$ cat src/rtl/gcm_pkg.sv
// ----------------------------------------------------------------------------
// gcm_pkg - shared constants, types and the sine table of the mapper
// Constellation codes, register indexes, field widths and the quarter-wave
// sine ROM, built at elaboration from a fixed-point Taylor series.
// ----------------------------------------------------------------------------
package gcm_pkg;

  localparam int MAX_BITS     = 8;
  localparam int SINE_ENTRIES = 128;

  localparam int IDX_W   = 8;                          // symbol_index width
  localparam int OUT_W   = 16;                         // Q2.13 output width
  localparam int GAIN_W  = 16;
  localparam int MOD_W   = 2;
  localparam int BPS_W   = 4;
  localparam int WIDX_W  = 2;
  localparam int WDATA_W = 16;

  localparam int BW     = $clog2(MAX_BITS + 1);        // clamped bits per symbol
  localparam int LVL_W  = MAX_BITS + 2;                // signed level M-1-2k
  localparam int PH_W   = $clog2(8 * SINE_ENTRIES);    // phase, below 8 quarter turns
  localparam int AD_W   = $clog2(SINE_ENTRIES + 1);    // ROM address 0..SINE_ENTRIES
  localparam int PSUM_W = MAX_BITS + $clog2(SINE_ENTRIES) + 4;
  localparam int OP_W   = GAIN_W + 1;                  // signed multiplier operand

  localparam logic [MOD_W-1:0] MOD_PAM = 2'd0;
  localparam logic [MOD_W-1:0] MOD_PSK = 2'd1;
  localparam logic [MOD_W-1:0] MOD_QAM = 2'd2;

  localparam logic [WIDX_W-1:0] REG_MODULATION = 2'd0;
  localparam logic [WIDX_W-1:0] REG_BITS       = 2'd1;
  localparam logic [WIDX_W-1:0] REG_GAIN       = 2'd2;

  localparam logic [MOD_W-1:0]  MOD_RESET  = MOD_PAM;
  localparam logic [BPS_W-1:0]  BPS_RESET  = 4'd1;
  localparam logic [GAIN_W-1:0] GAIN_RESET = 16'd32768;

  localparam logic [63:0] PI_Q30 = 64'd3373259426;

  // control traveling with the operands into the scaler
  typedef struct packed {
    logic valid;
    logic wide;     // PSK product: Q2.30, else level times Q1.15
  } scale_ctl_t;

  typedef logic [SINE_ENTRIES:0][GAIN_W-1:0] sine_rom_t;

  function automatic sine_rom_t build_sine_rom();
    sine_rom_t          rom;
    logic [63:0]        x;
    logic [63:0]        x2;
    logic [63:0]        term;
    logic signed [63:0] sum;
    logic [63:0]        su;
    for (int i = 0; i <= SINE_ENTRIES; i++) begin
      x    = (64'(i) * PI_Q30 + 64'(SINE_ENTRIES)) / (2 * SINE_ENTRIES);
      x2   = (x * x + (64'd1 << 29)) >> 30;
      term = x;
      sum  = $signed(x);
      for (int n = 1; n <= 7; n++) begin
        term = (term * x2 + (64'd1 << 29)) >> 30;
        case (n)
          1: term = term / 6;
          2: term = term / 20;
          3: term = term / 42;
          4: term = term / 72;
          5: term = term / 110;
          6: term = term / 156;
          default: term = term / 210;
        endcase
        if ((n % 2) == 1) sum = sum - $signed(term);
        else sum = sum + $signed(term);
      end
      if (sum < 0) sum = 0;
      su = ($unsigned(sum) + (64'd1 << 14)) >> 15;
      if (su > 64'd32768) su = 64'd32768;
      rom[i] = su[GAIN_W-1:0];
    end
    return rom;
  endfunction

  localparam sine_rom_t SINE_ROM = build_sine_rom();

endpackage

$ cat src/rtl/gcm_scale.sv
// ----------------------------------------------------------------------------
// gcm_scale - gain multiply, rounding and saturation for both axes
// Stage A registers operand times gain; stage B rounds half up to Q2.13
// (shift 2 for levels, 17 for PSK) and saturates to 16 bits.
// ----------------------------------------------------------------------------
module gcm_scale import gcm_pkg::*; (
  input  logic                    clk,
  input  logic                    rst,
  input  scale_ctl_t              ctl,
  input  logic signed [OP_W-1:0]  op_i,
  input  logic signed [OP_W-1:0]  op_q,
  input  logic [GAIN_W-1:0]       gain,
  output logic                    done,
  output logic signed [OUT_W-1:0] in_phase,
  output logic signed [OUT_W-1:0] quadrature
);

  localparam int PROD_W = 2 * OP_W;

  scale_ctl_t                prod_ctl;
  logic signed [PROD_W-1:0]  prod_i;
  logic signed [PROD_W-1:0]  prod_q;
  logic signed [OP_W-1:0]    gain_s;

  assign gain_s = $signed({1'b0, gain});

  function automatic logic signed [OUT_W-1:0] round_sat(
    input logic signed [PROD_W-1:0] p,
    input logic                     wide
  );
    logic signed [PROD_W:0] sum;
    logic signed [PROD_W:0] sh;
    logic signed [OUT_W-1:0] r;
    if (wide) begin
      sum = $signed({p[PROD_W-1], p}) + $signed((PROD_W+1)'(1) <<< 16);
      sh  = sum >>> 17;
    end else begin
      sum = $signed({p[PROD_W-1], p}) + $signed((PROD_W+1)'(2));
      sh  = sum >>> 2;
    end
    if (sh > $signed((PROD_W+1)'(32767))) r = 16'sh7fff;
    else if (sh < -$signed((PROD_W+1)'(32768))) r = 16'sh8000;
    else r = sh[OUT_W-1:0];
    return r;
  endfunction

  always_ff @(posedge clk) begin
    if (rst) begin
      prod_ctl <= '0;
      done     <= 1'b0;
    end else begin
      prod_ctl <= ctl;
      done     <= prod_ctl.valid;
    end
    prod_i     <= op_i * gain_s;
    prod_q     <= op_q * gain_s;
    in_phase   <= round_sat(prod_i, prod_ctl.wide);
    quadrature <= round_sat(prod_q, prod_ctl.wide);
  end

endmodule

$ cat src/rtl/gray_constellation_mapper.sv
// ----------------------------------------------------------------------------
// gray_constellation_mapper - Gray-coded PAM / PSK / QAM symbol mapper
// Decodes the symbol index, forms levels or a sine ROM phase, scales by
// the gain register and delivers one saturated Q2.13 point per item.
// ----------------------------------------------------------------------------
// An accepted item passes the s1, s2 and s3 registers, then the scaler's product and done registers.
// Throughput: one item per cycle; busy stays low, results cannot be held off.
// Stages: decode, phase fold, sine ROM and operand select, multiply, round.
// Reset (rst, synchronous): pipeline valid bits cleared; modulation PAM,
// bits_per_symbol 1, gain 32768.
module gray_constellation_mapper import gcm_pkg::*; (
  input  logic                    clk,
  input  logic                    rst,
  input  logic                    start,
  output logic                    busy,
  input  logic [IDX_W-1:0]        symbol_index,
  input  logic                    wr_en,
  input  logic [WIDX_W-1:0]       wr_index,
  input  logic [WDATA_W-1:0]      wr_data,
  output logic                    done,
  output logic signed [OUT_W-1:0] in_phase,
  output logic signed [OUT_W-1:0] quadrature
);

  typedef struct packed {
    logic [AD_W-1:0] addr;
    logic            neg;
  } rom_sel_t;

  logic [MOD_W-1:0]  modulation;
  logic [BPS_W-1:0]  bits_per_symbol;
  logic [GAIN_W-1:0] gain;

  // ---------------- configuration ----------------
  always_ff @(posedge clk) begin
    if (rst) begin
      modulation      <= MOD_RESET;
      bits_per_symbol <= BPS_RESET;
      gain            <= GAIN_RESET;
    end else if (wr_en) begin
      case (wr_index)
        REG_MODULATION: modulation      <= wr_data[MOD_W-1:0];
        REG_BITS:       bits_per_symbol <= wr_data[BPS_W-1:0];
        REG_GAIN:       gain            <= wr_data[GAIN_W-1:0];
        default: ;
      endcase
    end
  end

  assign busy = 1'b0;

  function automatic logic [MAX_BITS-1:0] gray_dec(input logic [MAX_BITS-1:0] g);
    logic [MAX_BITS-1:0] k;
    for (int i = 0; i < MAX_BITS; i++) k[i] = ^(g >> i);
    return k;
  endfunction

  // fold a phase in quarter-wave steps to ROM address and sign
  function automatic rom_sel_t fold(input logic [PH_W-1:0] p);
    rom_sel_t r;
    if (p < PH_W'(SINE_ENTRIES)) begin
      r.addr = AD_W'(p);
      r.neg  = 1'b0;
    end else if (p < PH_W'(2 * SINE_ENTRIES)) begin
      r.addr = AD_W'(PH_W'(2 * SINE_ENTRIES) - p);
      r.neg  = 1'b0;
    end else if (p < PH_W'(3 * SINE_ENTRIES)) begin
      r.addr = AD_W'(p - PH_W'(2 * SINE_ENTRIES));
      r.neg  = 1'b1;
    end else begin
      r.addr = AD_W'(PH_W'(4 * SINE_ENTRIES) - p);
      r.neg  = 1'b1;
    end
    return r;
  endfunction

  // ---------------- stage 0: decode ----------------
  logic [BW-1:0]           b_eff;
  logic [BW-1:0]           lb;
  logic [BW-1:0]           hb;
  logic [MAX_BITS:0]       m;
  logic [MAX_BITS-1:0]     s;
  logic [MAX_BITS-1:0]     k;
  logic [MAX_BITS-1:0]     lo_k;
  logic [MAX_BITS-1:0]     hi_k;
  logic [LVL_W-1:0]        pam_lvl;
  logic [LVL_W-1:0]        qam_lvl_i;
  logic [LVL_W-1:0]        qam_lvl_q;
  logic [LVL_W-1:0]        lvl_i_next;
  logic [LVL_W-1:0]        lvl_q_next;
  logic [PSUM_W-1:0]       psum;
  logic [PH_W-1:0]         phase_next;

  always_comb begin
    if (bits_per_symbol == '0) b_eff = BW'(1);
    else if (bits_per_symbol > BPS_W'(MAX_BITS)) b_eff = BW'(MAX_BITS);
    else b_eff = BW'(bits_per_symbol);
    lb = b_eff >> 1;
    hb = b_eff - lb;
    m  = (MAX_BITS+1)'(1) << b_eff;
    s  = MAX_BITS'(symbol_index) & MAX_BITS'(m - (MAX_BITS+1)'(1));
    k  = gray_dec(s);
    lo_k = gray_dec(s & MAX_BITS'(((MAX_BITS+1)'(1) << lb) - (MAX_BITS+1)'(1)));
    hi_k = gray_dec(s >> lb);
    pam_lvl   = LVL_W'(m) - LVL_W'(1) - (LVL_W'(k) << 1);
    qam_lvl_i = (LVL_W'(1) << hb) - LVL_W'(1) - (LVL_W'(hi_k) << 1);
    qam_lvl_q = (LVL_W'(1) << lb) - LVL_W'(1) - (LVL_W'(lo_k) << 1);
    psum = ((PSUM_W'(k) << 1) + PSUM_W'(1)) * PSUM_W'(2 * SINE_ENTRIES)
           + PSUM_W'(m >> 1);
    phase_next = PH_W'(psum >> b_eff);
    case (modulation)
      MOD_PAM: begin
        lvl_i_next = pam_lvl;
        lvl_q_next = '0;
      end
      MOD_QAM: begin
        lvl_i_next = qam_lvl_i;
        lvl_q_next = qam_lvl_q;
      end
      default: begin
        lvl_i_next = '0;
        lvl_q_next = '0;
      end
    endcase
  end

  logic             s1_valid;
  logic [LVL_W-1:0] s1_lvl_i;
  logic [LVL_W-1:0] s1_lvl_q;
  logic [PH_W-1:0]  s1_phase;

  always_ff @(posedge clk) begin
    if (rst) s1_valid <= 1'b0;
    else s1_valid <= start && !busy;
    s1_lvl_i <= lvl_i_next;
    s1_lvl_q <= lvl_q_next;
    s1_phase <= phase_next;
  end

  // ---------------- stage 1: phase fold ----------------
  logic [PH_W-1:0] p_sin;
  logic [PH_W:0]   p_cos_sum;
  logic [PH_W-1:0] p_cos;
  rom_sel_t        sin_sel_next;
  rom_sel_t        cos_sel_next;

  always_comb begin
    if (s1_phase >= PH_W'(4 * SINE_ENTRIES))
      p_sin = s1_phase - PH_W'(4 * SINE_ENTRIES);
    else
      p_sin = s1_phase;
    p_cos_sum = (PH_W+1)'(p_sin) + (PH_W+1)'(SINE_ENTRIES);
    if (p_cos_sum >= (PH_W+1)'(4 * SINE_ENTRIES))
      p_cos = PH_W'(p_cos_sum - (PH_W+1)'(4 * SINE_ENTRIES));
    else
      p_cos = PH_W'(p_cos_sum);
    sin_sel_next = fold(p_sin);
    cos_sel_next = fold(p_cos);
  end

  logic             s2_valid;
  logic [LVL_W-1:0] s2_lvl_i;
  logic [LVL_W-1:0] s2_lvl_q;
  rom_sel_t         s2_sin;
  rom_sel_t         s2_cos;

  always_ff @(posedge clk) begin
    if (rst) s2_valid <= 1'b0;
    else s2_valid <= s1_valid;
    s2_lvl_i <= s1_lvl_i;
    s2_lvl_q <= s1_lvl_q;
    s2_sin   <= sin_sel_next;
    s2_cos   <= cos_sel_next;
  end

  // ---------------- stage 2: sine ROM, operand select ----------------
  logic signed [OP_W-1:0] sin_val;
  logic signed [OP_W-1:0] cos_val;
  logic signed [OP_W-1:0] op_i_next;
  logic signed [OP_W-1:0] op_q_next;
  logic                   psk;

  always_comb begin
    sin_val = $signed({1'b0, SINE_ROM[s2_sin.addr]});
    cos_val = $signed({1'b0, SINE_ROM[s2_cos.addr]});
    if (s2_sin.neg) sin_val = -sin_val;
    if (s2_cos.neg) cos_val = -cos_val;
    psk = (modulation == MOD_PSK);
    if (psk) begin
      op_i_next = cos_val;
      op_q_next = sin_val;
    end else begin
      op_i_next = OP_W'($signed(s2_lvl_i));
      op_q_next = OP_W'($signed(s2_lvl_q));
    end
  end

  scale_ctl_t             s3_ctl;
  logic signed [OP_W-1:0] s3_op_i;
  logic signed [OP_W-1:0] s3_op_q;

  always_ff @(posedge clk) begin
    if (rst) s3_ctl <= '0;
    else begin
      s3_ctl.valid <= s2_valid;
      s3_ctl.wide  <= psk;
    end
    s3_op_i <= op_i_next;
    s3_op_q <= op_q_next;
  end

  // ---------------- stages 3 and 4: multiply, round, saturate ----------------
  gcm_scale u_scale (
    .clk        (clk),
    .rst        (rst),
    .ctl        (s3_ctl),
    .op_i       (s3_op_i),
    .op_q       (s3_op_q),
    .gain       (gain),
    .done       (done),
    .in_phase   (in_phase),
    .quadrature (quadrature)
  );

  // ---------------- assertions ----------------
  a_item_delivered: assert property (@(posedge clk) disable iff (rst)
    (start && !busy) |-> ##5 done)
    else $error("accepted item not delivered after 5 cycles");

  a_no_spurious: assert property (@(posedge clk) disable iff (rst)
    done |-> $past(s3_ctl.valid, 2) && $past(s1_valid, 4))
    else $error("result without an accepted item");

  a_rom_range: assert property (@(posedge clk) disable iff (rst)
    s2_valid |-> (s2_sin.addr <= AD_W'(SINE_ENTRIES)) &&
                 (s2_cos.addr <= AD_W'(SINE_ENTRIES)))
    else $error("sine ROM address out of range");

endmodule
$ cat config.mk
export PLATFORM = sky130hd
export DESIGN_NAME = gray_constellation_mapper
export DESIGN_NICKNAME = d
export VERILOG_FILES = /design/src/rtl/gcm_pkg.sv /design/src/rtl/gcm_scale.sv /design/src/rtl/gray_constellation_mapper.sv
export SDC_FILE = /design/constraint.sdc
export NUM_CORES = 2
export LEC_CHECK = 0
export ABC_AREA = 1
export BUFFER_PORTS_ARGS = -buffer_cell sky130_fd_sc_hd__buf_4
export CORE_UTILIZATION = 40
export DETAILED_ROUTE_END_ITERATION = 10
export RECOVER_POWER = 100
export SLEW_MARGIN = 0
export SYNTH_ARGS = -nofsm -noshare
export SYNTH_HDL_FRONTEND = slang
export SYNTH_SLANG_ARGS = --single-unit
$ cat constraint.sdc
create_clock -name clk -period 7.9 [get_ports clk]
set_input_delay 0.79 -clock clk [delete_from_list [all_inputs] [get_ports clk]]
set_output_delay 0.79 -clock clk [all_outputs]
set_load 0.02 [all_outputs]
==> impl_metrics.yaml <==
worst_setup_path:
  worst-endpoint-arrival_ns: 7.66
  worstSetupPathType: "reg -> reg"
  critical_path.startpoint_type: "register"
  worstPathMaxFanout: 42
  setup.reg_to_reg.worst_slack_ns: 0.71
  ff2ff_path_depth: 20
  worst_r2r_startpoint: "s1_phase[0]$_DFF_P_"
  critical_path.endpoint_type: "register"
  timing.critical_path.required_ns: 8.37
timing:
  period_minus_slack_ns: 7.19
  setup_viol_count_final: 0
  timing.final.hold_violations: 0
  rsz0062_at_grt: "no"
  timing.fmax_mhz: 139
  slew_viol_final: 109
  setup-tns-final_ns: 0
  actual_transition_at_the_worst_max_transition_pin_ns: 1.94
  timing.final.crit_share_pct: 91.1
  slew_margin_rel_pct: -29.5
  skew_ns: 0.0244
place:
  place_congestion: 0.938
  detailedPlacementHpwl_mm: 87.7
  dpl_cell_area_mm2: 0.0392
  portBuffers: 62
synthesis:
  synthesized_instance_count: 5284
  synth_area_leader_cell: "fa_1"
  ys.flop_type: "dfxtp_1"
  syn_area_mm2: 0.0378
  post_synthesis_mean_instance_area_um2: 7.15
  synth_cell_types: 65
  synth-edff-count: 0
  yosysWarningCount: 0
  cell_types_occupying_the_most_area_after_synthesis: "fa_1 30%, nand2_1 14%, dfxtp_1 13%"
  ys_seq_area_share_pct: 12.9
  synth-seq-cells: 244
  synth_largest_type_area_fraction_pct: 29.7
  async_flop_share_pct: 0
grt:
  pin_count_of_the_biggest_net_entering_global_routing: 47
  grt_first_pass_wirelength_mm: 175
  grt_util_met2_pct: 36.6
  global_route.overflow_total: 0
  groute.layer.met1.usage_pct: 32.8
  met3_usage_pct: 2.57
  track_usage_pct: 22.8
  top_usage_layer: "met2"
  grt_pass1_vias: 32600
  antenna_found_initial: 1
cts:
  cts_repair_resize_count: 0
  number_of_setup_buffers_added_after_cts: 0
  cts_made_buffers: 31
  h-tree-depth: 1
  postCtsHoldBufs: 0
  cts_root_buffer: "clkbuf_16"
  cts_tree: "done"
  clock_insertion_delay_worst_skew_ns: 0.61
  clockBufferDepth: 3
  cts_sinks: 244
  path_clk_slew_ns: 0.06
run_status:
  status: "complete, but fails checks"
  failed_checks: "capacitance limit, slew limit"
route:
  post_detailed_route_via_to_cell_ratio: 5.03
  firstDrtPassIters: 6
  route.antenna.remaining_nets: 0
  routed-via-count: 32600
  drc: 0
  routed_wl_mm: 107
  drt_iter0_drc: 2611
  wl_per_instance_um: 16.6
power:
  worst_ir_drop_vdd_uv: 154
  leak_nw: 21.2
  pd_cells_mw_per_mm2: 241
cells_and_area:
  syn2layout_area_growth_pct: 5.94
  num_antenna_cells: 0
  final_layout_size_suffix_gt1_share_pct: 3.66
  finalInstanceArea_mm2: 0.0400
  number_of_nets_at_the_end_of_the_flow: 6016
die:
  pin_count: 64
  design.core.area_mm2: 0.0935
  chipHeight_um: 309
  die_w_um: 309
  start_util_pct: 40.4
  rows: 112
  die-area_mm2: 0.0957
min_path:
  holdPathStages: 0
  timing.hold.worst.class: "reg -> reg"
  hold_path_startpoint: "s1_lvl_q[6]$_SDFF_PN0_"
  worstHoldEndpoint: "s2_lvl_q[6]$_DFF_P_"
run:
  timing.max_cap.violations: 3
per-layer routing:
layer,part of all wire [%],vias to the layer above
met5,0.012,-
met4,2.4,2
met3,6.4,167
met2,45,1079
met1,47,15500
li1,-,15800
cell type report:
type,count,area (µm²)
inverter,1155,4340
sequential,244,4880
timing repair buffer,97,559
clock buffer,39,846
multi-input combinational,3667,27600
tap,1254,1570
fill,9761,53400
clock inverter,19,236
critical path, cell delays in order (launching register included):
cell,delay (ns)
dfxtp_1,0.30
clkbuf_1,0.93
inv_1,0.08
clkbuf_1,0.52
ha_1,0.58
nand2_1,0.24
inv_1,0.22
nand3_1,0.15
nand2_1,0.06
inv_1,0.07
nand2_1,0.05
o21ai_0,0.09
clkbuf_1,1.35
inv_2,0.78
nor2_2,0.69
nor2_1,0.20
a21oi_1,0.15
o21ai_0,0.15
nand2_1,0.11
nor2_1,0.04
nor2_1,0.26
cells in the mapped netlist, types with 9 or more instances:
library cell	number
a21oi_1	226
a31oi_1	13
buf_2	30
clkbuf_1	178
dfxtp_1	244
fa_1	561
ha_1	229
inv_1	1132
inv_2	22
nand2_1	1405
nand2_2	19
nand3_1	219
nand4_1	23
nor2_1	309
nor2_2	13
nor3_1	49
nor4_1	10
o2111ai_1	9
o211ai_1	36
o21ai_0	230
o21ai_1	21
o21ai_2	12
o22ai_1	16
o31ai_1	20
xnor2_1	57
xor2_1	104
stage by stage:
step,power (mW),setup slack (ns),hold slack [ns],instances,util (%)
finish,9.64,0.707,0.326,6475,42.8
global route,10.6,0.459,0.331,6475,42.8
CTS,9.74,1.21,0.327,6475,43.1
detailed placement,8.20,1.26,0.313,6417,41.9
global placement,8.20,1.40,0.310,6417,41.9
floorplan,6.46,2.03,0.310,5288,-
where the power goes:
group / switching [mW] / total, mW / internal (mW)
clock: 0.598 / 1.50 / 0.898
combinational: 3.84 / 5.85 / 2.01
sequential: 0.649 / 2.29 / 1.65
total: 5.09 / 9.64 / 4.55
placed cells by master (no fill, tap or decap), drive strengths merged, types with 5 or more instances in the layout:
master / count
o21ai: 265
nand3b: 5
nor2: 326
clkinv: 9
nand3: 223
inv: 1160
o221ai: 6
o21a: 5
a21oi: 228
clkbuf: 85
dfxtp: 244
fa: 561
ha: 229
xor2: 106
conb: 6
o31ai: 20
nor4: 10
o211ai: 36
a31oi: 13
nand4: 23
o2111ai: 9
xnor2: 59
nor3: 56
o22ai: 16
buf: 51
nand2: 1425
how the worst max path moves through the flow:
| stage | start | endpoint | slack [ns] | cells after the start |
|---|---|---|---|---|
| 2_1_floorplan | gain[3]$_SDFFE_PP0P_ | u_scale.prod_q[25]$_DFF_P_ | 2.03 | 19 |
| 3_3_place_gp | gain[2]$_SDFFE_PP0P_ | u_scale.prod_i[33]$_DFF_P_ | 1.40 | 19 |
| 3_5_place_dp | gain[2]$_SDFFE_PP0P_ | u_scale.prod_i[33]$_DFF_P_ | 1.26 | 19 |
| 4_1_cts | gain[2]$_SDFFE_PP0P_ | u_scale.prod_i[33]$_DFF_P_ | 1.21 | 19 |
| 5_1_grt | gain[2]$_SDFFE_PP0P_ | u_scale.prod_q[30]$_DFF_P_ | 0.46 | 22 |
| 6_report | s1_phase[0]$_DFF_P_ | register | 0.71 | 20 |
kinds of logic (layout without fill, tap and decap cells):
kind of cell	Yosys count	in the layout	synth area share, %
XOR/XNOR	165	165	3.93
AO/OA/AOI/OAI	630	630	9.47
adder cells (fa/ha/maj)	790	790	37.3
buffers and inverters	1377	1310	14.0
other	2	6	0.0199
AND/OR/NAND/NOR	2076	2076	22.4
flip-flops	244	244	12.9
Power figures use the tool's default switching activity.
